$ cat src/rtl/dwdcg_pkg.sv
// Shared types, constants and the command word layout of the dual waveform DAC command generator.
`default_nettype none

package dwdcg_pkg;

  // Field widths fixed by the command format.
  localparam int CODE_W     = 10;
  localparam int CMD_W      = 16;
  localparam int PERIOD_W   = 16;
  localparam int TRI_X_W    = 16;
  localparam int TRI_DVD_W  = TRI_X_W + CODE_W;
  localparam int CFG_IDX_W  = 2;
  localparam int CFG_DATA_W = 16;

  // Depth of the job queue between the front and the back.
  localparam int JOB_Q_DEPTH = 2;

  localparam logic [CODE_W-1:0] CODE_MAX = 10'd1023;

  // Register indexes on the configuration port.
  localparam logic [CFG_IDX_W-1:0] REG_SINE_PERIOD = 2'd0;
  localparam logic [CFG_IDX_W-1:0] REG_TRI_PERIOD  = 2'd1;
  localparam logic [CFG_IDX_W-1:0] REG_BUF_EN      = 2'd2;

  // Register values after reset.
  localparam logic [PERIOD_W-1:0] SINE_PERIOD_RST = 16'd500;
  localparam logic [PERIOD_W-1:0] TRI_PERIOD_RST  = 16'd1000;

  // DAC channel select codes.
  localparam logic CH_SINE = 1'b0;
  localparam logic CH_TRI  = 1'b1;

  // Gain and active-mode bits are always set in the command word.
  localparam logic CMD_GAIN_ONE = 1'b1;
  localparam logic CMD_ACTIVE   = 1'b1;

  // Triangle part of a queued job: the ramp position and a forced-zero flag.
  typedef struct packed {
    logic               zero;
    logic [TRI_X_W-1:0] x;
  } tri_job_t;

  // Pack a DAC command word: channel, buffer, gain, active, code, two zero bits.
  function automatic logic [CMD_W-1:0] cmd_word(input logic ch, input logic buf_en,
                                                input logic [CODE_W-1:0] code);
    return {ch, buf_en, CMD_GAIN_ONE, CMD_ACTIVE, code, 2'b00};
  endfunction

endpackage

`default_nettype wire

$ cat src/rtl/dwdcg_if.sv
// Handshake channel interfaces for ticks, DAC command words and configuration writes.
`default_nettype none

interface dwdcg_tick_if;
  logic valid;
  logic ready;
  logic tick;

  modport source (output valid, output tick, input ready);
  modport sink   (input valid, input tick, output ready);
endinterface


`default_nettype wire

$ cat src/rtl/dwdcg_front.sv
// Front end: accepts tick words, keeps both phase counters and queues one job per tick.
`default_nettype none

module dwdcg_front import dwdcg_pkg::*; #(
  parameter int PHASE_WIDTH = 16
) (
  input  wire logic                   clk,
  input  wire logic                   rst_n,
  dwdcg_tick_if.sink                  in_ch,
  input  wire logic [PERIOD_W-1:0]    sine_period,
  input  wire logic [PERIOD_W-1:0]    tri_period,
  input  wire logic                   init_done,
  input  wire logic                   q_full,
  output logic                        q_push,
  output logic      [PHASE_WIDTH-1:0] q_phase,
  output tri_job_t                    q_tri
);

  // Compare width wide enough for both a phase and a period.
  localparam int CW = (PHASE_WIDTH > PERIOD_W) ? PHASE_WIDTH : PERIOD_W;

  logic [PHASE_WIDTH-1:0] sphase_r, sphase_nxt;
  logic [PHASE_WIDTH-1:0] tphase_r, tphase_nxt;
  logic [PHASE_WIDTH-1:0] sphase_inc, tphase_inc;
  logic [PERIOD_W-2:0]    tri_half;
  logic [CW-1:0]          tphase_ext, tperiod_ext, tri_x_full;
  logic                   accept;

  assign in_ch.ready = init_done && !q_full;
  assign accept      = in_ch.valid && in_ch.ready;
  // A word with the tick bit low is taken and dropped.
  assign q_push      = accept && in_ch.tick;

  // Classify the triangle position: rising half, falling half or forced zero.
  assign tri_half    = tri_period[PERIOD_W-1:1];
  assign tphase_ext  = CW'(tphase_r);
  assign tperiod_ext = CW'(tri_period);
  assign tri_x_full  = (tphase_ext < CW'(tri_half)) ? tphase_ext
                                                     : tperiod_ext - CW'(1) - tphase_ext;

  assign q_phase    = sphase_r;
  assign q_tri.zero = (tri_half < (PERIOD_W-1)'(2)) || (tphase_ext >= tperiod_ext);
  assign q_tri.x    = tri_x_full[TRI_X_W-1:0];

  // Phase advance: step by one and wrap to zero at the period or on overflow.
  assign sphase_inc = sphase_r + 1'b1;
  assign tphase_inc = tphase_r + 1'b1;

  always_comb begin
    sphase_nxt = sphase_r;
    tphase_nxt = tphase_r;
    if (q_push) begin
      sphase_nxt = (CW'(sphase_inc) >= CW'(sine_period)) ? '0 : sphase_inc;
      tphase_nxt = (CW'(tphase_inc) >= tperiod_ext) ? '0 : tphase_inc;
    end
  end

  always_ff @(posedge clk) begin
    if (!rst_n) begin
      sphase_r <= '0;
      tphase_r <= '0;
    end else begin
      sphase_r <= sphase_nxt;
      tphase_r <= tphase_nxt;
    end
  end

endmodule

`default_nettype wire

$ cat src/flat_wrapper.sv
// flat-port wrapper written by rule: the top's interface ports become plain ports
module dwdcg_front_flat import dwdcg_pkg::*;
#(
  parameter int PHASE_WIDTH = 16
)
  (clk, rst_n, sine_period, tri_period, init_done, q_full, q_push, q_phase, q_tri, in_ch_valid, in_ch_tick, in_ch_ready);
  dwdcg_tick_if in_ch_i ();
  input  wire logic clk;
  input  wire logic rst_n;
  input  wire logic [PERIOD_W-1:0] sine_period;
  input  wire logic [PERIOD_W-1:0] tri_period;
  input  wire logic init_done;
  input  wire logic q_full;
  output logic q_push;
  output logic      [PHASE_WIDTH-1:0] q_phase;
  output tri_job_t q_tri;
  input wire logic [$bits(in_ch_i.valid)-1:0] in_ch_valid;
  input wire logic [$bits(in_ch_i.tick)-1:0] in_ch_tick;
  output wire logic [$bits(in_ch_i.ready)-1:0] in_ch_ready;
  assign in_ch_i.valid = in_ch_valid;
  assign in_ch_i.tick = in_ch_tick;
  assign in_ch_ready = in_ch_i.ready;
  dwdcg_front #(.PHASE_WIDTH(PHASE_WIDTH)) u_core (.clk(clk), .rst_n(rst_n), .in_ch(in_ch_i), .sine_period(sine_period), .tri_period(tri_period), .init_done(init_done), .q_full(q_full), .q_push(q_push), .q_phase(q_phase), .q_tri(q_tri));
endmodule
$ cat config.mk
export PLATFORM = sky130hd
export DESIGN_NAME = dwdcg_front_flat
export DESIGN_NICKNAME = d
export VERILOG_FILES = /design/src/rtl/dwdcg_pkg.sv /design/src/rtl/dwdcg_if.sv /design/src/rtl/dwdcg_front.sv /design/src/flat_wrapper.sv
export SDC_FILE = /design/constraint.sdc
export NUM_CORES = 1
export LEC_CHECK = 0
export BUFFER_PORTS_ARGS = -buffer_cell sky130_fd_sc_hd__buf_2
export CAP_MARGIN = 0
export CORE_UTILIZATION = 58
export CTS_CLUSTER_SIZE = 30
export DETAILED_ROUTE_END_ITERATION = 10
export GPL_TIMING_DRIVEN = 1
export PLACE_DENSITY = 0.9
export SLEW_MARGIN = 5
export SYNTH_ARGS = -nofsm -noshare
export SYNTH_HDL_FRONTEND = slang
export SYNTH_SLANG_ARGS = --single-unit
$ cat constraint.sdc
create_clock -name clk -period 4.6 [get_ports clk]
set_input_delay 0.92 -clock clk [delete_from_list [all_inputs] [get_ports clk]]
set_output_delay 0.92 -clock clk [all_outputs]
set_load 0.02 [all_outputs]
==> reports/results.ini <==
[status]
outcome = completed

[clock_tree]
cts_sinks = 32
ctsResizeCount = 0
clk_latency_ns = 0.29
cts-buffers-inserted = 5
clockBufferDepth = 2
cts_root_buf = clkbuf_8
cts_setup_buffers = 0
holdBufCountCts = 0
cts_tree = built
htreeDepth = 2
clk_pin_slew_ns = 0.06

[worst_setup_path]
startpoint_type = input port
crit_fanout = 6
reg2reg_from = u_core.q_phase[0]
r2r-end = u_core.q_phase[7]
critPathCapture = q_tri[11]
critPathRequiredTime_ns = 3.68
end_kind = output port
rrSetupSlack_ns = 0.77
cp_slowest_cell = nor4bb_1
max_stage_delay_ns = 0.40
path_class = input port to output port
startpoint = tri_period[3]
cp.arrival_ns = 3.07
worstRegToRegCells = 13
crit_chain = buf_2 > inv_1 > ha_1 > o211ai_1 > o211ai_1 > o211a_1 > nor4bb_1 > nor3_1 > mux2i_1 > buf_2

[routing]
wl_um = 11100
ant_nets = 0
dr.pass1.iters = 4
vias = 4378
drtIter0Drc = 221
drc = 0
route.detailed.wl_per_inst_um = 15.9
vias_per_cell = 6.27

[sta]
fin_skew_ns = 0.00454
setup_slack_ns = 0.611
relSlewSlack = 0.485
hold_slack_ns = 0.535
min_period_ns = 3.99
timing.final.crit_share = 0.867
rsz0062_at_grt = false
tightest_slew_ns = 0.773
setup_viol = 0
slew_violations = 0
fmax_mhz = 251
finalHoldViolations = 0
tns_ns = 0

[place]
place_hpwl_um = 8790
gp_congestion = 0.932
port_buffers = 72
preCtsSetupSlack_ns = 0.643
placed_cells = 690

[logic_synthesis]
synth_edf_count = 0
synthesis.area_sq_um = 4140
synth_nets = 655
syn_area_per_cell_sq_um = 7.69
yosysSeqAreaShare = 0.155
synthFlopType = dfxtp_1
yosys_warnings = 0
async_flop_share = 0
ys_types = 63
synth_seq_cells = 32
synthCells = 538

[power]
p_int_w = 0.000528
p_clk_frac = 0.414
swShare = 0.277
p_sw_w = 0.000202
cellPowerDensity_nw_per_um2 = 155
power_frac_comb = 0.204
p_leak_nw = 2.41
power_frac_seq = 0.382
vdd_drop_max_uv = 159

[global_route]
grt_util_met2 = 0.532
use_met3 = 0.0295
grt_use_total = 0.303
gr-max-usage-layer = met2
grt_max_degree = 28
grt_pass1_vias = 4098
grt_pass1_wl_um = 18300
grt_overflow = 0
grt_use_met1 = 0.383
antenna_found_initial = 0

[finish]
regArea_sq_um = 641
synthToLayoutAreaGrowth_pct = 13.4
final_common_cell = ha_1
fill_cells = 604
drive_gt1_frac = 0.171
diodes = 0
final_util = 0.687
nets = 718
layout.cells.non_filler = 698
multiInputGateArea_sq_um = 3200
layout_common_cells = ha_1 (78), buf_2 (72), inv_1 (54)

[floorplan]
die_h_um = 86.5
fp-row-count = 30
die_w_um = 86.5
start_util = 0.606
io_pins = 73
core_sq_um = 6830
fp.dieArea_sq_um = 7480

[job]
drv_cap = 0

[hold_path]
worstHoldPathType = flop to flop

[how the worst min path moves through the flow]
stage | slack, ns | end | start | cells past startpoint
6_report | 0.54 | u_core.q_phase[15] | u_core.q_phase[15] | 1
3_3_place_gp | 0.48 | u_core.q_phase[15] | u_core.q_phase[15] | 1
3_5_place_dp | 0.51 | u_core.q_phase[15] | u_core.q_phase[15] | 1
5_1_grt | 0.54 | u_core.q_phase[15] | u_core.q_phase[15] | 1
2_1_floorplan | 0.48 | u_core.tphase_ext[15] | u_core.tphase_ext[15] | 2
4_1_cts | 0.52 | u_core.q_phase[15] | u_core.q_phase[15] | 1
[synth_stat cells (4+ instances only)]
cell        n  area share
mux2i_1     6       0.015
ha_1       78        0.24
clkbuf_1   16       0.015
nor2_1     40       0.036
o21ai_0    43       0.052
nor3_1      9       0.011
nand4_1    16       0.024
nor4_1      8       0.012
dfxtp_1    32        0.15
nand3b_1    5      0.0091
a21o_1     19       0.034
a211oi_1    5      0.0091
o2111ai_1   6       0.013
nand2_1    30       0.027
o211ai_1    6       0.011
xnor2_1    21       0.044
a21oi_1    25       0.030
a31oi_1    18       0.027
a22oi_1     7       0.013
nand3_1    16       0.019
or2_2       7       0.011
xor2_1     10       0.021
o21a_1      4      0.0073
a32oi_1     4      0.0085
inv_1      54       0.049
[logic make-up after synthesis]
group / after synthesis / synth area share
fa+ha+maj: 79 / 0.241
buf+inv: 76 / 0.0714
simple gates: 153 / 0.191
compound gates: 160 / 0.259
mux: 7 / 0.0172
flops: 32 / 0.155
xor+xnor: 31 / 0.0656
[power groups by stage]
stage / combinational [W] / clock [W] / sequential [W]
floorplan: 0.0000991 / 0 / 0.000285
global placement: 0.000138 / 0 / 0.000285
detailed placement: 0.000145 / 0 / 0.000285
CTS: 0.000146 / 0.000305 / 0.000279
global route: 0.000165 / 0.000318 / 0.000279
finish: 0.000149 / 0.000302 / 0.000279
[stage by stage]
| step | area [sq um] | power [W] |
|---|---|---|
| after CTS | 4690 | 0.000729 |
| after global routing | 4690 | 0.000762 |
| final | 4690 | 0.000730 |
| after floorplan | 4140 | 0.000384 |
| after global placement | 4570 | 0.000424 |
| after detailed placement | 4570 | 0.000430 |
[metal layers]
layer / share of wire / up-vias / routed length (um)
met5: 0 / - / 0
met3: 0.055 / 28 / 609
li1: - / 2113 / -
met4: 0.022 / 0 / 246
met2: 0.48 / 192 / 5380
met1: 0.44 / 2045 / 4870
[cell type report]
class                   instances  area share
multi-input cells             430       0.682
flip-flops and latches         32       0.136
repair buffers                 77      0.0848
inverters                      55      0.0440
well taps                      96      0.0256
clock buffers                   7      0.0205
clock inverters                 1     0.00640
[sequential cells by signal, summed over array words and instances (netlist names)]
| name | count |
|---|---|
| u_core.tphase_ext | 16 |
| u_core.q_phase | 16 |
[worst max-delay path: cells and delay by family]
kind                     cells  cell delay [ns]
buffers and inverters        3             0.36
adder cells (fa/ha/maj)      1             0.39
AO/OA/AOI/OAI                3             0.76
AND/OR/NAND/NOR              2             0.50
multiplexers                 1             0.14
Note: power is estimated with default switching activity, not from simulation.
