--- config.mk ---
export PLATFORM = sky130hd
export DESIGN_NAME = dwdcg_queue
export DESIGN_NICKNAME = d
export VERILOG_FILES = /design/src/rtl/dwdcg_pkg.sv /design/src/rtl/dwdcg_queue.sv
export SDC_FILE = /design/constraint.sdc
export NUM_CORES = 1
export LEC_CHECK = 0
export ABC_AREA = 0
export BUFFER_PORTS_ARGS = -buffer_cell sky130_fd_sc_hd__buf_2
export CORE_UTILIZATION = 55
export DETAILED_ROUTE_END_ITERATION = 12
export GPL_TIMING_DRIVEN = 0
export HOLD_SLACK_MARGIN = 0.1
export PLACE_DENSITY = 0.84
export SETUP_SLACK_MARGIN = 0.1
export SLEW_MARGIN = 5
export SYNTH_ARGS = -nofsm -noshare
export SYNTH_HDL_FRONTEND = slang
export SYNTH_SLANG_ARGS = --single-unit
--- constraint.sdc ---
create_clock -name clk -period 6.35 [get_ports clk]
set_input_delay 0.9525 -clock clk [delete_from_list [all_inputs] [get_ports clk]]
set_output_delay 0.9525 -clock clk [all_outputs]
set_load 0.005 [all_outputs]
--- src/rtl/dwdcg_pkg.sv ---
// Shared types, constants and the command word layout of the dual waveform DAC command generator.
`default_nettype none

package dwdcg_pkg;

  // Field widths fixed by the command format.
  localparam int CODE_W     = 10;
  localparam int CMD_W      = 16;
  localparam int PERIOD_W   = 16;
  localparam int TRI_X_W    = 16;
  localparam int TRI_DVD_W  = TRI_X_W + CODE_W;
  localparam int CFG_IDX_W  = 2;
  localparam int CFG_DATA_W = 16;

  // Depth of the job queue between the front and the back.
  localparam int JOB_Q_DEPTH = 2;

  localparam logic [CODE_W-1:0] CODE_MAX = 10'd1023;

  // Register indexes on the configuration port.
  localparam logic [CFG_IDX_W-1:0] REG_SINE_PERIOD = 2'd0;
  localparam logic [CFG_IDX_W-1:0] REG_TRI_PERIOD  = 2'd1;
  localparam logic [CFG_IDX_W-1:0] REG_BUF_EN      = 2'd2;

  // Register values after reset.
  localparam logic [PERIOD_W-1:0] SINE_PERIOD_RST = 16'd500;
  localparam logic [PERIOD_W-1:0] TRI_PERIOD_RST  = 16'd1000;

  // DAC channel select codes.
  localparam logic CH_SINE = 1'b0;
  localparam logic CH_TRI  = 1'b1;

  // Gain and active-mode bits are always set in the command word.
  localparam logic CMD_GAIN_ONE = 1'b1;
  localparam logic CMD_ACTIVE   = 1'b1;

  // Triangle part of a queued job: the ramp position and a forced-zero flag.
  typedef struct packed {
    logic               zero;
    logic [TRI_X_W-1:0] x;
  } tri_job_t;

  // Pack a DAC command word: channel, buffer, gain, active, code, two zero bits.
  function automatic logic [CMD_W-1:0] cmd_word(input logic ch, input logic buf_en,
                                                input logic [CODE_W-1:0] code);
    return {ch, buf_en, CMD_GAIN_ONE, CMD_ACTIVE, code, 2'b00};
  endfunction

endpackage

`default_nettype wire

--- src/rtl/dwdcg_queue.sv ---
// Short job queue that decouples the tick front end from the waveform back end.
`default_nettype none

module dwdcg_queue import dwdcg_pkg::*; #(
  parameter int WIDTH = 33
) (
  input  wire logic             clk,
  input  wire logic             rst_n,
  input  wire logic             push,
  input  wire logic [WIDTH-1:0] push_data,
  output logic                  full,
  input  wire logic             pop,
  output logic      [WIDTH-1:0] pop_data,
  output logic                  not_empty
);

  localparam int PTR_W = (JOB_Q_DEPTH > 1) ? $clog2(JOB_Q_DEPTH) : 1;
  localparam int CNT_W = $clog2(JOB_Q_DEPTH + 1);
  localparam logic [PTR_W-1:0] LAST_PTR = PTR_W'(JOB_Q_DEPTH - 1);
  localparam logic [CNT_W-1:0] FULL_CNT = CNT_W'(JOB_Q_DEPTH);

  logic [WIDTH-1:0] slot_r [JOB_Q_DEPTH];
  logic [PTR_W-1:0] wr_ptr_r, wr_ptr_nxt;
  logic [PTR_W-1:0] rd_ptr_r, rd_ptr_nxt;
  logic [CNT_W-1:0] count_r, count_nxt;

  assign full      = (count_r == FULL_CNT);
  assign not_empty = (count_r != '0);
  assign pop_data  = slot_r[rd_ptr_r];

  // Pointer and fill level update.
  always_comb begin
    wr_ptr_nxt = wr_ptr_r;
    rd_ptr_nxt = rd_ptr_r;
    count_nxt  = count_r;
    if (push) begin
      wr_ptr_nxt = (wr_ptr_r == LAST_PTR) ? '0 : wr_ptr_r + 1'b1;
    end
    if (pop) begin
      rd_ptr_nxt = (rd_ptr_r == LAST_PTR) ? '0 : rd_ptr_r + 1'b1;
    end
    if (push && !pop) begin
      count_nxt = count_r + 1'b1;
    end else if (pop && !push) begin
      count_nxt = count_r - 1'b1;
    end
  end

  always_ff @(posedge clk) begin
    if (!rst_n) begin
      wr_ptr_r <= '0;
      rd_ptr_r <= '0;
      count_r  <= '0;
    end else begin
      wr_ptr_r <= wr_ptr_nxt;
      rd_ptr_r <= rd_ptr_nxt;
      count_r  <= count_nxt;
    end
  end

  // Queue storage needs no reset.
  always_ff @(posedge clk) begin
    if (push) begin
      slot_r[wr_ptr_r] <= push_data;
    end
  end

  a_no_overflow: assert property (@(posedge clk) disable iff (!rst_n)
    push |-> (count_r != FULL_CNT) || pop)
    else $error("job pushed into a full queue");

  a_no_underflow: assert property (@(posedge clk) disable iff (!rst_n)
    pop |-> (count_r != '0))
    else $error("job popped from an empty queue");

  a_level_bound: assert property (@(posedge clk) disable iff (!rst_n)
    count_r <= FULL_CNT)
    else $error("queue fill level beyond its depth");

endmodule

`default_nettype wire

==> key figures, run 1 <==
Status
  – Result of the run: completed

Routing
  – Via-per-instance ratio: 5.133
  – Number of vias after detailed routing: 1355
  – Number of iterations in the first detailed-routing pass: 6
  – Remaining number of nets flagged by the antenna check after routing: 0
  – DRC: 0
  – Post-detailed-route wirelength per cell: 15.60 um
  – Final wirelength: 4119 um
  – Iteration-0 DRC Markers: 92

Critical path
  – Critical path fanouts, max: 10
  – Crit-path most repeated cell: buf_2
  – Data required time at the worst endpoint: 5.40 ns
  – Worst path max stage delay: 0.35 ns
  – Critical Path End: pop_data[7]
  – Critical Path Source Type: flip-flop
  – Register-to-register setup slack: 4.88 ns
  – Cell count of the worst reg-to-reg path: 1
  – Cell with the biggest individual delay on the critical path: mux2_2
  – Startpoint of the most critical register-to-register path: wr_ptr_r
  – Worst reg2reg endpoint: slot_r[0][10]
  – CP Data Arrival Time: 1.47 ns
  – Critical-path cell list: buf_2, buf_4, mux2_2, buf_2
  – Kind of end point of the critical path: primary output
  – Type of the worst setup path: reg2out

Pwr
  – Portion of total power attributed to combinational logic: 10.2%
  – Leakage power: 1.244 nW
  – Cell Int Power: 770.0 uW
  – Maximum vdd ir drop: 203.4 uV
  – Switching portion of total power: 20.76%
  – Cell area power density: 302.7 nW/um^2
  – Portion of total power attributed to sequential cells: 56.3%
  – Switching power of the nets: 201.7 uW
  – Design Power: 971.8 uW
  – Clk pwr share: 33.5%

Clocking
  – CTS Root Cell: clkbuf_8
  – Post-CTS setup buffers: 0
  – Clock Sinks: 71
  – Number of buffers added by the clock tree synthesis step: 9
  – Number of H-tree branching levels: 3
  – Insertion delay of the later-clocked pin in the worst-skew pair: 0.34 ns
  – Worst-path clk slew: 0.06 ns
  – Clock tree from TritonCTS: built
  – Count of hold-fix buffers inserted at cts: 0
  – Longest Clk Path Bufs: 2
  – Post-CTS resize count: 0

STA
  – Pin slew with the least headroom to its limit: 0.9397 ns
  – Final WS setup: 3.923 ns
  – TNS Setup: 0 ns
  – Final setup violation count: 0
  – Setup repair after global routing missed its margin: no
  – Achievable frequency: 0.4121 GHz
  – Share of the clock period used by the worst path: 38.21%
  – Final Max Tran Viols: 0
  – Minimum clock period: 2.427 ns
  – Worst slew margin relative to its limit: 37.22%
  – Setup Skew: 0.004408 ns
  – Final Hold Violating Endpoints: 0

Yosys
  – Number of distinct library cell variants in the gate-level netlist after synthesis: 17
  – Number of register bits inferred by synthesis: 71
  – Number of warnings issued by yosys: 0
  – Area share of the largest cell type after synthesis: 76.15%
  – Mean post-synth cell area: 20.82 um^2
  – Seq/Total Area, Yosys: 80.00%
  – Summed instance area of the synthesized netlist: 2602 um^2
  – Post-synthesis cell type with the largest combined area: edfxtp_1
  – Mapped Nets: 163
  – Top post-synthesis cells by area: edfxtp_1 76%, mux2_2 14%, dfxtp_1 3.8%, and2_1 0.96%, buf_4 0.87%
  – Number of standard cells after synthesis: 125

Final layout
  – Most frequent standard cell in the layout excluding fill and tap cells: buf_2
  – Commonest cells after routing, fill and taps aside: 72 x buf_2, 66 x edfxtp_1, 33 x mux2_2
  – End-of-flow core utilization: 72.24%
  – Number of antenna diodes: 0
  – Final non-filler cell total: 264
  – # nets final: 245
  – Share of cells above drive strength 1: 58.49%
  – Area growth, synth to finish: 23.37%

Worst hold path
  – Hold/Removal Path Class: reg2reg

Floorplan
  – Die Wd: 70.79 um
  – Initial Utilization: 58.56%
  – Number of top-level pins: 72
  – DIE AREA: 5011 um^2
  – Number of rows in the core area: 24
  – Placeable core area: 4444 um^2
  – Die extent in y: 70.79 um

GRT
  – Wire length of the first global-routing pass: 6520 um
  – Overall global routing resource usage: 18.31%
  – Via count of the first global-routing pass: 1449
  – Largest net degree at the start of global routing: 35
  – Antenna violations before repair: 0
  – Total grt overflow: 0

Place
  – PortBufs: 71
  – Count of placed standard cells including taps: 248
  – Final weighted congestion of routability-driven global placement: 0.6724
  – Detailed-placement wirelength estimate: 2812 um
  – Placement Setup Slack: 4.067 ns

Flow run
  – Max-cap viol count: 0
## per-layer routing
metal	up-vias	wire length, um	global-route usage (%)
met5	-	0	0
met4	0	108	11.33
met3	12	255	6.410
met2	48	2147	30.77
met1	649	1608	19.96
li1	646	-	-
## power groups by stage
| stage | combinational (mW) | sequential (mW) | clock, mW |
|---|---|---|---|
| 6_report | 0.0991 | 0.547 | 0.326 |
| 3_5_place_dp | 0.101 | 0.557 | 0 |
| 4_1_cts | 0.101 | 0.547 | 0.333 |
| 2_1_floorplan | 0.0556 | 0.555 | 0 |
| 5_1_grt | 0.109 | 0.549 | 0.349 |
| 3_3_place_gp | 0.0957 | 0.556 | 0 |
## critical path: cells and delay by family (launching register included)
| kind | cells | cell delay [ns] |
|---|---|---|
| buffers and inverters | 3 | 0.48 |
| multiplexers | 1 | 0.35 |
| flip-flops | 1 | 0.30 |
## cell families after synthesis
family	count (synthesis)	synth area share, %
flip-flops	71	80.00
multiplexers	33	14.28
AND/OR/NAND/NOR	9	2.260
buffers and inverters	5	1.202
AO/OA/AOI/OAI	3	0.7693
XOR/XNOR	3	1.010
adder cells (fa/ha/maj)	1	0.4807
## area by class of cell
type	count	area, um^2
Sequential cell	71	2082
Fill cell	291	1234
Multi-Input combinational cell	49	498.0
Timing Repair Buffer	71	355.3
Clock buffer	10	127.6
Tap cell	52	65.06
Clock inverter	6	51.30
Buffer	4	27.53
Inverter	1	3.754
## Yosys cell counts
cell type   n
xnor2_1     1
xor2_1      2
or2_2       1
or3_1       1
buf_2       1
and2_1      4
o21a_1      1
o21ai_0     1
and2b_2     1
ha_1        1
mux2_2     33
dfxtp_1     5
a21boi_1    1
nor2b_1     2
inv_1       1
edfxtp_1   66
buf_4       3
## sequential cells by signal, indices dropped and copies added (netlist names), named ones only
| name | cells |
|---|---|
| slot_r | 66 |
| count_r | 2 |
| rd_ptr_r | 1 |
| wr_ptr_r | 1 |
## per-stage QoR
step / hold slack, ns / instance area, um^2
finish: 0.5131 / 3211
global route: 0.5508 / 3211
CTS: 0.5133 / 3211
detailed placement: 0.5061 / 3032
global placement: 0.4687 / 3023
floorplan: 0.4612 / 2603
## worst min-delay path by stage
stage | from | end | slack (ns) | cells past startpoint
6_report | count_r[1] | count_r[1] | 0.51 | 2
5_1_grt | count_r[1] | count_r[1] | 0.55 | 2
4_1_cts | count_r[1] | count_r[1] | 0.51 | 2
3_5_place_dp | count_r[1] | count_r[1] | 0.51 | 2
3_3_place_gp | count_r[1] | count_r[1] | 0.47 | 2
2_1_floorplan | count_r[1] | count_r[1] | 0.46 | 2
No activity file was read; power rests on OpenSTA's default activity.
==> inputs of run 2 (changes only) <==
- CORE_UTILIZATION: 55 -> 51
- PLACE_DENSITY: 0.84 -> 0.79
- clock period: 6.35 -> 2.4 ns (I/O delays scaled with it)
==> run 2 against run 1 <==
Compared with the run above:
- final cell count increased by 6.1%
- critical endpoint is now pop_data[19]
- design area increased by 1.2%
- critical path depth unchanged
- register-to-register slack got worse by 4.0 ns
- power increased to 2.7 times the previous value
- setup slack got worse by 3.4 ns
- first-iteration DRC count decreased by 30%
- core utilization decreased by 4.8 points
- routed wire length increased by 6.4%
- critical path type unchanged
- hold slack got worse by 0.30 ns
==> key figures, run 2 (synthesized netlist as in run 1, its figures left out) <==
Clocking
  – Clock tree from TritonCTS: built (unchanged)
  – Clock Sinks: 71 (unchanged)
  – Worst-path clk slew: 0.07 ns (was 0.06 ns)
  – Post-CTS resize count: 0 (unchanged)
  – CTS Root Cell: clkbuf_8 (unchanged)
  – Insertion delay of the later-clocked pin in the worst-skew pair: 0.32 ns (was 0.34 ns)
  – Post-CTS setup buffers: 0 (unchanged)
  – Longest Clk Path Bufs: 2 (unchanged)
  – Count of hold-fix buffers inserted at cts: 0 (unchanged)
  – Number of buffers added by the clock tree synthesis step: 9 (unchanged)
  – Number of H-tree branching levels: 3 (unchanged)

GRT
  – Via count of the first global-routing pass: 1378 (was 1449)
  – Largest net degree at the start of global routing: 34 (was 35)
  – Wire length of the first global-routing pass: 6430 um (was 6520 um)
  – Antenna violations before repair: 0 (unchanged)
  – Overall global routing resource usage: 17.23% (was 18.31%)
  – Total grt overflow: 0 (unchanged)

Worst hold path
  – Worst hold path endpoint: slot_r[0][32] (was count_r[1])
  – Worst hold path depth: 1 (was 2)
  – Startpoint of the worst hold path: push_data[32] (was count_r[1])
  – Hold/Removal Path Class: in2reg (was reg2reg)

Floorplan
  – Placeable core area: 4817 um^2 (was 4444 um^2)
  – Die extent in y: 73.44 um (was 70.79 um)
  – Number of rows in the core area: 25 (was 24)
  – Number of top-level pins: 72 (unchanged)
  – DIE AREA: 5393 um^2 (was 5011 um^2)
  – Initial Utilization: 54.03% (was 58.56%)
  – Die Wd: 73.44 um (was 70.79 um)

Final layout
  – Final non-filler cell total: 280 (was 264)
  – Largest register FFs: 66 (unchanged)
  – Most frequent standard cell in the layout excluding fill and tap cells: buf_2 (unchanged)
  – Share of cells above drive strength 1: 59.15% (was 58.49%)
  – Area growth, synth to finish: 24.90% (was 23.37%)
  – # nets final: 246 (was 245)
  – Number of antenna diodes: 0 (unchanged)
  – Commonest cells after routing, fill and taps aside: 72 x buf_2, 66 x edfxtp_1, 33 x mux2_2 (unchanged)
  – Registers with the most flip-flops: slot_r: 66 flops, count_r: 2 flops (unchanged)
  – Register with the most flip-flops: slot_r (unchanged)

Critical path
  – Cell count of the worst reg-to-reg path: 1 (unchanged)
  – Data required time at the worst endpoint: 2.04 ns (was 5.40 ns)
  – Startpoint of the most critical register-to-register path: wr_ptr_r (unchanged)
  – Type of the worst setup path: reg2out (unchanged)
  – CP Data Arrival Time: 1.51 ns (was 1.47 ns)
  – Critical Path Source Type: flip-flop (unchanged)
  – Worst reg2reg endpoint: slot_r[1][30] (was slot_r[0][10])
  – Kind of end point of the critical path: primary output (unchanged)
  – Critical path fanouts, max: 10 (unchanged)
  – Register-to-register setup slack: 0.92 ns (was 4.88 ns)

STA
  – Share of the clock period used by the worst path: 78.06%
  – Minimum clock period: 1.873 ns
  – Setup Skew: 0.006845 ns (was 0.004408 ns)
  – Final Hold Violating Endpoints: 0 (unchanged)
  – Setup repair after global routing missed its margin: no (unchanged)
  – Final setup violation count: 0 (unchanged)
  – Achievable frequency: 0.5338 GHz
  – Hold Slack: 0.2170 ns (was 0.5131 ns)
  – Worst slew margin relative to its limit: 47.23% (was 37.22%)
  – Pin slew with the least headroom to its limit: 0.7916 ns (was 0.9397 ns)
  – TNS Setup: 0 ns (unchanged)
  – Final Max Tran Viols: 0 (unchanged)

Place
  – Count of placed standard cells including taps: 264 (was 248)
  – Detailed-placement wirelength estimate: 2982 um (was 2812 um)
  – PortBufs: 71 (unchanged)
  – Final weighted congestion of routability-driven global placement: 0.6626 (was 0.6724)

Routing
  – Number of iterations in the first detailed-routing pass: 5 (was 6)
  – DRC: 0 (unchanged)
  – Via-per-instance ratio: 4.839 (was 5.133)
  – Number of vias after detailed routing: 1355 (unchanged)
  – Remaining number of nets flagged by the antenna check after routing: 0 (unchanged)
  – Post-detailed-route wirelength per cell: 15.65 um (was 15.60 um)
  – Final wirelength: 4381 um (was 4119 um)
  – Iteration-0 DRC Markers: 64 (was 92)

Pwr
  – Portion of total power attributed to combinational logic: 10.5% (was 10.2%)
  – Leakage power: 1.255 nW (was 1.244 nW)
  – Cell Int Power: 2.048 mW (was 770.0 uW)
  – Maximum vdd ir drop: 430.8 uV (was 203.4 uV)
  – Cell area power density: 795.0 nW/um^2 (was 302.7 nW/um^2)
  – Clk pwr share: 33.5% (about the same)
  – Switching portion of total power: 20.76% (about the same)
  – Switching power of the nets: 536.5 uW (was 201.7 uW)
  – Portion of total power attributed to sequential cells: 56.0% (was 56.3%)

Status
  – Result of the run: completed (unchanged)

Flow run
  – Max-cap viol count: 0 (unchanged)
run 2: through the flow:
stage	power (mW)	worst slack, ns	cell area (um^2)	util [%]
finish	2.584	0.5265	3251	67.48
global route	2.685	0.4574	3251	67.48
detailed placement	1.748	0.8325	3070	63.74
CTS	2.609	0.4992	3251	67.48
global placement	1.726	0.2312	3044	63.19
floorplan	1.615	0.7164	2605	-
run 2: cell type report:
class	count	area (um^2)
clock buffers	11	131.4
fillers	365	1567
clock inverters	5	48.80
plain buffers	4	27.53
flip-flops and latches	71	2082
inverters	1	3.754
repair buffers	72	375.4
well taps	67	83.83
multi-input cells	49	498.0
run 2: power by group through the flow:
stage                     registers [mW]  logic, mW  clock network (mW)
after detailed placement            1.47      0.274                   0
after CTS                           1.45      0.276               0.886
after global placement              1.47      0.256                   0
after global routing                1.45      0.296               0.937
final                               1.45      0.272               0.866
after floorplan                     1.47      0.148                   0
run 2: worst max-delay path, stage by stage, from the launching register on:
cell     delay, ns
dfxtp_1       0.32
buf_2         0.17
buf_4         0.21
mux2_2        0.36
buf_2         0.13
run 2: worst max path at each step:
| stage | startpoint | endpoint | cells past startpoint |
|---|---|---|---|
| CTS | flip-flop | pop_data[19] | 4 |
| global placement | push | slot_r[0][8] | 2 |
| floorplan | push | slot_r[0][0] | 1 |
| detailed placement | push | slot_r[1][9] | 2 |
| finish | flip-flop | pop_data[19] | 4 |
| global route | flip-flop | pop_data[19] | 4 |
run 2: metal layers:
metal	global-route usage (%)	vias to the layer above	share of wire, %
li1	-	646	-
met2	30.04	42	54
met3	5.213	9	5.4
met4	10.04	0	2.2
met1	18.55	658	38
met5	0	-	0
==> inputs of run 3 (changes only) <==
- clock period: 2.4 -> 1.9 ns (I/O delays scaled with it)
==> run 3 against run 2 <==
Compared with the run above:
- hold slack lost 0.075 ns
- setup slack lost 0.35 ns
- first-iteration DRC count rose by 7.8%
- via count is 0.66% lower
- sequential power is 26% higher
- final cell count unchanged
- register-to-register slack worse by 0.51 ns
- sequential share of layout area is 0.34 points lower
- critical path type unchanged
- critical endpoint is now pop_data[28]
==> key figures, run 3 (synthesized netlist as in run 1, its figures left out) <==
Routing
  – Final wirelength: 4401 um (was 4381 um)
  – Remaining number of nets flagged by the antenna check after routing: 0 (unchanged)
  – Iteration-0 DRC Markers: 69 (was 64)
  – Via-per-instance ratio: 4.807 (was 4.839)
  – Post-detailed-route wirelength per cell: 15.72 um (was 15.65 um)
  – Number of vias after detailed routing: 1346 (was 1355)
  – DRC: 0 (unchanged)
  – Number of iterations in the first detailed-routing pass: 4 (was 5)

Place
  – Final weighted congestion of routability-driven global placement: 0.6626 (unchanged)
  – Detailed-placement wirelength estimate: 2982 um (unchanged)
  – Count of placed standard cells including taps: 264 (unchanged)
  – PortBufs: 71 (unchanged)

GRT
  – Via count of the first global-routing pass: 1378 (unchanged)
  – Met3 track demand over resource: 5.213% (unchanged)
  – Antenna violations before repair: 0 (unchanged)
  – Largest net degree at the start of global routing: 34 (unchanged)
  – Fraction of met1 tracks used by global routing: 18.55% (unchanged)
  – Most Used Layer, Global Route: met2 (unchanged)
  – Met2 Usage GRT: 30.04% (unchanged)
  – Overall global routing resource usage: 17.23% (unchanged)
  – Wire length of the first global-routing pass: 6430 um (unchanged)
  – Total grt overflow: 0 (unchanged)

Pwr
  – Cell area power density: 1002 nW/um^2 (was 795.0 nW/um^2)
  – Maximum vdd ir drop: 544.3 uV (was 430.8 uV)
  – Leakage power: 1.260 nW (was 1.255 nW)
  – Design Power: 3.275 mW (was 2.584 mW)

STA
  – Share of the clock period used by the worst path: 90.72%
  – Achievable frequency: 0.5801 GHz
  – Final Hold Violating Endpoints: 0 (unchanged)
  – Minimum clock period: 1.724 ns
  – Pin slew with the least headroom to its limit: 0.8008 ns (was 0.7916 ns)
  – Setup repair after global routing missed its margin: no (unchanged)
  – Worst slew margin relative to its limit: 46.62% (was 47.23%)
  – TNS Setup: 0 ns (unchanged)
  – Final setup violation count: 0 (unchanged)
  – Setup Skew: 0.006751 ns (was 0.006845 ns)
  – Hold Slack: 0.1425 ns (was 0.2170 ns)
  – Final Max Tran Viols: 0 (unchanged)

Critical path
  – Startpoint of the most critical register-to-register path: wr_ptr_r (unchanged)
  – Type of the worst setup path: reg2out (unchanged)
  – Worst reg2reg endpoint: slot_r[1][30] (unchanged)
  – CP Data Arrival Time: 1.44 ns (was 1.51 ns)
  – Critical Path Source Type: flip-flop (unchanged)
  – Cell count of the worst reg-to-reg path: 1 (unchanged)
  – Register-to-register setup slack: 0.41 ns (was 0.92 ns)
  – Kind of end point of the critical path: primary output (unchanged)
  – Data required time at the worst endpoint: 1.62 ns (was 2.04 ns)
  – Critical path fanouts, max: 10 (unchanged)

Final layout
  – Area growth, synth to finish: 25.58% (was 24.90%)
  – Commonest cells after routing, fill and taps aside: 71 x buf_2, 66 x edfxtp_1, 33 x mux2_2 (was 72 x buf_2, 66 x edfxtp_1, 33 x mux2_2)
  – Final non-filler cell total: 280 (unchanged)
  – Sequential cell area: 2082 um^2 (unchanged)
  – Largest register FFs: 66 (unchanged)
  – Area of combinational cells with multiple inputs: 498.0 um^2 (unchanged)
  – Register with the most flip-flops: slot_r (unchanged)
  – # nets final: 246 (unchanged)
  – Most frequent standard cell in the layout excluding fill and tap cells: buf_2 (unchanged)
  – Share of cells above drive strength 1: 59.15% (unchanged)
  – Number of antenna diodes: 0 (unchanged)
  – End-of-flow core utilization: 67.84% (was 67.48%)
  – Layout filler cell count: 361 (was 365)
  – Registers with the most flip-flops: slot_r: 66 flops, count_r: 2 flops (unchanged)

Flow run
  – Max-cap viol count: 0 (unchanged)

Clocking
  – Worst-path clk slew: 0.07 ns (about the same)
  – Number of H-tree branching levels: 3 (unchanged)
  – Count of hold-fix buffers inserted at cts: 0 (unchanged)
  – CTS Root Cell: clkbuf_8 (unchanged)
  – Insertion delay of the later-clocked pin in the worst-skew pair: 0.32 ns (about the same)
  – Clock Sinks: 71 (unchanged)
  – Clock tree from TritonCTS: built (unchanged)
  – Longest Clk Path Bufs: 2 (unchanged)
  – Number of buffers added by the clock tree synthesis step: 9 (unchanged)

Worst hold path
  – Hold/Removal Path Class: in2reg (unchanged)
  – Worst hold path depth: 1 (unchanged)
  – Worst hold path endpoint: slot_r[0][32] (unchanged)
  – Startpoint of the worst hold path: push_data[32] (unchanged)

Floorplan
  – Number of top-level pins: 72 (unchanged)
  – Initial Utilization: 54.03% (unchanged)
  – Die Wd: 73.44 um (unchanged)
  – Number of rows in the core area: 25 (unchanged)
  – Die extent in y: 73.44 um (unchanged)
  – DIE AREA: 5393 um^2 (unchanged)
  – Placeable core area: 4817 um^2 (unchanged)

Status
  – Result of the run: completed (unchanged)
run 3: cell counts in the layout (fill, tap and decap cells not counted):
Identical to the previous run, type by type.
run 3: layout make-up:
| type | count | area share (%) |
|---|---|---|
| buffer | 4 | 1.378 |
| sequential | 71 | 63.71 |
| timing repair buffer | 72 | 11.49 |
| clock buffer | 11 | 4.020 |
| clock inverter | 5 | 1.493 |
| multi-input combinational | 49 | 15.24 |
| inverter | 1 | 0.1149 |
| tap | 67 | 2.565 |
run 3: routing by layer:
metal  up-vias  part of all wire, %
met3         9                  5.3
met5         -                    0
met4         0                  2.2
met2        39                   54
li1        647                    -
met1       651                   38
run 3: power by group:
group          internal (mW)  total, mW  switching (mW)
Sequential              1.80       1.83          0.0253
Combinational          0.195      0.353           0.157
Clock                  0.596       1.09           0.498
run 3: through the flow:
stage | area (um^2) | setup WS, ns
after floorplan | 2605 | 0.2851
after global placement | 3044 | -0.1938
after detailed placement | 3070 | 0.4075
after CTS | 3254 | 0.07956
after global routing | 3268 | 0.1227
final | 3268 | 0.1762
run 3: worst max path at each step:
stage                    from      endpoint  slack (ns)  depth (start not counted)
floorplan            wr_ptr_r  slot_r[0][0]        0.29                          1
global placement         push  slot_r[0][8]       -0.19                          2
detailed placement       push  slot_r[1][9]        0.41                          2
CTS                 flip-flop  pop_data[16]        0.08                          4
global route        flip-flop  pop_data[22]        0.12                          4
finish              flip-flop  pop_data[28]        0.18                          4
run 3: repair_timing:
action,in CTS,in global routing
setup endpoints to repair,17,25
buffers inserted,0,0
gates resized for setup,1,5
run 3: worst max-delay path: stages, from the launching register on:
cell and delay [ns]:
dfxtp_1 0.32, buf_4 0.16, buf_6 0.16, mux2_2 0.33, buf_2 0.13
